**src/hw/rtl/sha384_pkg.sv**
```systemverilog
package sha384_pkg;

  localparam logic [63:0] K_TABLE [80] = '{
    64'h428a2f98d728ae22, 64'h7137449123ef65cd, 64'hb5c0fbcfec4d3b2f, 64'he9b5dba58189dbbc,
    64'h3956c25bf348b538, 64'h59f111f1b605d019, 64'h923f82a4af194f9b, 64'hab1c5ed5da6d8118,
    64'hd807aa98a3030242, 64'h12835b0145706fbe, 64'h243185be4ee4b28c, 64'h550c7dc3d5ffb4e2,
    64'h72be5d74f27b896f, 64'h80deb1fe3b1696b1, 64'h9bdc06a725c71235, 64'hc19bf174cf692694,
    64'he49b69c19ef14ad2, 64'hefbe4786384f25e3, 64'h0fc19dc68b8cd5b5, 64'h240ca1cc77ac9c65,
    64'h2de92c6f592b0275, 64'h4a7484aa6ea6e483, 64'h5cb0a9dcbd41fbd4, 64'h76f988da831153b5,
    64'h983e5152ee66dfab, 64'ha831c66d2db43210, 64'hb00327c898fb213f, 64'hbf597fc7beef0ee4,
    64'hc6e00bf33da88fc2, 64'hd5a79147930aa725, 64'h06ca6351e003826f, 64'h142929670a0e6e70,
    64'h27b70a8546d22ffc, 64'h2e1b21385c26c926, 64'h4d2c6dfc5ac42aed, 64'h53380d139d95b3df,
    64'h650a73548baf63de, 64'h766a0abb3c77b2a8, 64'h81c2c92e47edaee6, 64'h92722c851482353b,
    64'ha2bfe8a14cf10364, 64'ha81a664bbc423001, 64'hc24b8b70d0f89791, 64'hc76c51a30654be30,
    64'hd192e819d6ef5218, 64'hd69906245565a910, 64'hf40e35855771202a, 64'h106aa07032bbd1b8,
    64'h19a4c116b8d2d0c8, 64'h1e376c085141ab53, 64'h2748774cdf8eeb99, 64'h34b0bcb5e19b48a8,
    64'h391c0cb3c5c95a63, 64'h4ed8aa4ae3418acb, 64'h5b9cca4f7763e373, 64'h682e6ff3d6b2b8a3,
    64'h748f82ee5defb2fc, 64'h78a5636f43172f60, 64'h84c87814a1f0ab72, 64'h8cc702081a6439ec,
    64'h90befffa23631e28, 64'ha4506cebde82bde9, 64'hbef9a3f7b2c67915, 64'hc67178f2e372532b,
    64'hca273eceea26619c, 64'hd186b8c721c0c207, 64'heada7dd6cde0eb1e, 64'hf57d4f7fee6ed178,
    64'h06f067aa72176fba, 64'h0a637dc5a2c898a6, 64'h113f9804bef90dae, 64'h1b710b35131c471b,
    64'h28db77f523047d84, 64'h32caab7b40c72493, 64'h3c9ebe0a15c9bebc, 64'h431d67c49c100d4c,
    64'h4cc5d4becb3e42b6, 64'h597f299cfc657e2a, 64'h5fcb6fab3ad6faec, 64'h6c44198c4a475817
  };

  localparam logic [63:0] IV_TABLE [8] = '{
    64'hcbbb9d5dc1059ed8, 64'h629a292a367cd507, 64'h9159015a3070dd17, 64'h152fecd8f70e5939,
    64'h67332667ffc00b31, 64'h8eb44a8768581511, 64'hdb0c2e0d64f98fa7, 64'h47b5481dbefa4fa4
  };

  localparam int QUEUE_DEPTH = 2;

  // queued item between front and back
  typedef struct packed {
    logic [63:0] word;
    logic [3:0]  nbytes;
    logic        last;
  } sha384_item_t;

  function automatic logic [63:0] ror64(input logic [63:0] x, input int n);
    ror64 = (x >> n) | (x << (64 - n));
  endfunction

endpackage

```
**src/hw/rtl/sha384_front.sv**
```systemverilog
module sha384_front
  import sha384_pkg::*;
(
  input  logic         clk,
  input  logic         rst_n,
  input  logic         s_valid,
  output logic         s_ready,
  input  sha384_item_t s_item,
  output logic         q_valid,
  input  logic         q_ready,
  output sha384_item_t q_item
);

  sha384_item_t mem_r [QUEUE_DEPTH];
  logic wr_ptr_r, wr_ptr_nxt, rd_ptr_r, rd_ptr_nxt;
  logic [1:0] cnt_r, cnt_nxt;
  sha384_item_t clean;
  logic push, pop;

  // non-last beats are full words, counts above eight saturate
  always_comb begin
    clean = s_item;
    if (!s_item.last || s_item.nbytes > 4'd8) clean.nbytes = 4'd8;
  end

  assign s_ready = (cnt_r != 2'(QUEUE_DEPTH));
  assign q_valid = (cnt_r != 2'd0);
  assign q_item  = mem_r[rd_ptr_r];
  assign push    = s_valid && s_ready;
  assign pop     = q_valid && q_ready;
  assign wr_ptr_nxt = wr_ptr_r ^ push;
  assign rd_ptr_nxt = rd_ptr_r ^ pop;
  assign cnt_nxt = cnt_r + 2'(push) - 2'(pop);

  always_ff @(posedge clk) begin
    if (push) mem_r[wr_ptr_r] <= clean;
  end

  always_ff @(posedge clk) begin
    if (!rst_n) begin
      wr_ptr_r <= 1'b0;
      rd_ptr_r <= 1'b0;
      cnt_r    <= 2'd0;
    end else begin
      wr_ptr_r <= wr_ptr_nxt;
      rd_ptr_r <= rd_ptr_nxt;
      cnt_r    <= cnt_nxt;
    end
  end

  a_cnt_range: assert property (@(posedge clk) disable iff (!rst_n)
    cnt_r <= 2'(QUEUE_DEPTH)) else $error("queue count overflow");
  a_no_push_full: assert property (@(posedge clk) disable iff (!rst_n)
    cnt_r == 2'(QUEUE_DEPTH) |-> !push) else $error("push into full queue");
  a_nbytes: assert property (@(posedge clk) disable iff (!rst_n)
    q_valid |-> q_item.nbytes <= 4'd8) else $error("unsaturated count");

endmodule

```
**config.mk**
```make
export PLATFORM = sky130hd
export DESIGN_NAME = sha384_front
export DESIGN_NICKNAME = d
export VERILOG_FILES = /design/src/hw/rtl/sha384_pkg.sv /design/src/hw/rtl/sha384_front.sv
export SDC_FILE = /design/constraint.sdc
export NUM_CORES = 1
export LEC_CHECK = 0
export BUFFER_PORTS_ARGS = -buffer_cell sky130_fd_sc_hd__buf_2
export CORE_ASPECT_RATIO = 1.2
export CORE_MARGIN = 10
export CORE_UTILIZATION = 34
export CTS_BUF_LIST = sky130_fd_sc_hd__clkbuf_16
export CTS_CLUSTER_SIZE = 8
export DETAILED_ROUTE_END_ITERATION = 8
export SLEW_MARGIN = 40
export SYNTH_ARGS = -nofsm -noshare
export SYNTH_HDL_FRONTEND = slang
export SYNTH_SLANG_ARGS = --single-unit
```
**constraint.sdc**
```tcl
create_clock -name clk -period 8.9 [get_ports clk]
set_clock_uncertainty 0.05 [all_clocks]
set_input_delay 1.78 -clock clk [delete_from_list [all_inputs] [get_ports clk]]
set_output_delay 1.78 -clock clk [all_outputs]
set_load 0.005 [all_outputs]
```
==> run metrics <==
Setup-failing EPs final 0; worst rel slew slack 67.2%; Register-to-Register Path Depth 3; DRT antenna net count 0; first-pass GRT wire length 16500 um; status complete, no violations; Hold Path Class reg -> reg; measured slew at the worst slew-check pin 493 ps; Core Rows 50; IO Pins 144; Crit Path Class reg -> out; post-route cell area 6960 um2; Final Hold Fails 0; Longest Clk Path Bufs 2; Post-CTS Resized 0; CP startpoint kind flop; total chip power 1940 uW; Core Area 15500 um2; average size of a mapped cell 21.3 um2; Vias/cell 4.37; Worst Hold Endpoint rd_ptr_r$_SDFF_PN0_; largest family of logic cells by synthesized area multiplexers; via count 2748; most frequent cells in the layout 143 x buf_2, 138 x edfxtp_1, 59 x mux2_2; crit end category primary output; clock root buffer clkbuf_16; die footprint 21000 um2; Leak 0.00262 uW; DR DRC count 0; Final #Nets 483; GRT Util Overall 10.3%; vias in the first global route 3056; Netlist cell types 23; CP required 7070 ps; Main synth FF type edfxtp_1; post-synthesis adder-cell area fraction 0.471%; Hold Path Cell Cnt 2; reg2reg start cnt_r[0]$_SDFF_PN0_; Synth Cell Area 5310 um2; Simple-Gate Fraction of Synth Area 1.95%; sequential-to-total area share from yosys stat 79.9%; GRT overflow 0; CTS tree done; drt total wl 10700 um; synth warn 0; cell family with most CP delay flip-flops; PD cells 278 nW/um2; WP buf/inv 2; Area growth, synth to finish 31.0%; RR Endpoint mem_r[1][13]$_DFFE_PP_; max incr delay on CP 650 ps; worst reg-to-reg setup slack 7200 ps; syn nets 324; maxcap violations 0; Setup Fix Bufs, Post-CTS 0; critical-path cell list buf_12 -> mux2_2 -> buf_2; largest net degree at the start of global routing 42; CP max-delay cell dfxtp_4; Fmax 267 MHz; DP Wirelength 7480 um; max-slew violations 0; clk sink count 143; CTS H-tree depth 4; setup_tns 0 ps; Final Cycle Share 42.1%; First-pass DRT Iterations 4; peak supply drop 173 uV; most common cell after layout, fill and taps aside buf_2; post-layout min period 3740 ps; Die X 134 um; Worst-Skew Late Latency 400 ps; hold_buf cts 0; Worst-path clk slew 60 ps; FF+latch count, synth 143; die extent in y 157 um; Iter 0 DRT Violations 128; layout cell share with drive strength beyond 1 58.9%; initial antenna violation count 0; IO buf count 143; Final GP Congestion 0.686; drt wl/cell 17.1 um; Post-synth EDFFs 138; Synth async-reset ratio 0%; XOR/XNOR Fraction of Synth Area 0.165%; mux contribution to synthesized area 15.5%; RSZ-0062 raised after global routing false; crit-path max FO 41; Hold Crit Start rd_ptr_r$_SDFF_PN0_; cts bufs inserted 17; Initial Util 34.4%; synthesized instance count 249; Worst Path Arrival 1910 ps; Compound-Gate Fraction of Synth Area 0.683%; area post-placement 6350 um2; # diodes 0; final core occ 45.0%
## area by class of cell
| cell class | count | area, um2 |
|---|---|---|
| Sequential cell | 143 | 4250 |
| Timing Repair Buffer | 148 | 823 |
| Inverter | 2 | 7.51 |
| Tap cell | 208 | 260 |
| Fill cell | 1358 | 8490 |
| Multi-Input combinational cell | 96 | 1020 |
| Clock buffer | 17 | 425 |
| Clock inverter | 15 | 178 |
## tightest hold or removal path, cell delays in order, from the launching register on
cell and delay [ps]:
dfxtp_1 330, xnor2_1 80, and2_1 150
## Yosys cell counts, types with 2 or more instances
| cell type | instances | area [um2] |
|---|---|---|
| nor2b_1 | 3 | 18.8 |
| mux2_4 | 10 | 150 |
| ha_1 | 2 | 25.0 |
| buf_2 | 5 | 25.0 |
| inv_1 | 2 | 7.51 |
| and2_1 | 7 | 43.8 |
| nand2b_1 | 2 | 12.5 |
| nor2_1 | 2 | 7.51 |
| buf_6 | 2 | 22.5 |
| mux2_2 | 59 | 664 |
| dfxtp_1 | 5 | 100 |
| o21ai_0 | 2 | 10.0 |
| edfxtp_1 | 138 | 4140 |
## how the worst max path moves through the flow
stage | start | endpoint | slack [ps] | cells after the start
after floorplan | s_valid | mem_r[0][0]$_DFFE_PP_ | 4860 | 2
after global placement | flop | q_item[51] | 5420 | 2
after detailed placement | flop | q_item[51] | 5530 | 3
after CTS | flop | q_item[51] | 5080 | 3
after global routing | flop | q_item[51] | 5050 | 3
final | flop | q_item[51] | 5160 | 3
## cells by family (layout without fill, tap and decap cells)
| kind of cell | Yosys count | in the layout |
|---|---|---|
| adder cells (fa/ha/maj) | 2 | 2 |
| XOR/XNOR | 1 | 1 |
| flip-flops | 143 | 143 |
| AND/OR/NAND/NOR | 18 | 18 |
| buffers and inverters | 10 | 182 |
| multiplexers | 70 | 70 |
| AO/OA/AOI/OAI | 5 | 5 |
## power breakdown
| part | internal (uW) | leakage [uW] | switching [uW] |
|---|---|---|---|
| clock network | 463 | 0.000303 | 252 |
| logic | 193 | 0.000982 | 155 |
| registers | 834 | 0.00133 | 38.7 |
| total | 1490 | 0.00262 | 446 |
## routing by layer
metal | vias up | GRT usage (%) | part of all wire, %
met5 | - | 0 | 0
met4 | 0 | 4.05 | 1.1
met3 | 8 | 4.50 | 6.5
met2 | 86 | 17.9 | 54
met1 | 1354 | 10.6 | 38
li1 | 1300 | - | -
## stage by stage
stage	hold slack, ps	setup slack [ps]	instances
CTS	552	5080	629
global route	572	5050	629
finish	550	5160	629
global placement	514	5420	592
floorplan	476	4860	249
detailed placement	531	5530	597
## state kept, by name, indices dropped and copies added, names as in the netlist, named ones only
signal and flops:
rd_ptr_r 1, wr_ptr_r 1, mem_r 138, cnt_r 2
No activity file was read; power rests on OpenSTA's default activity.
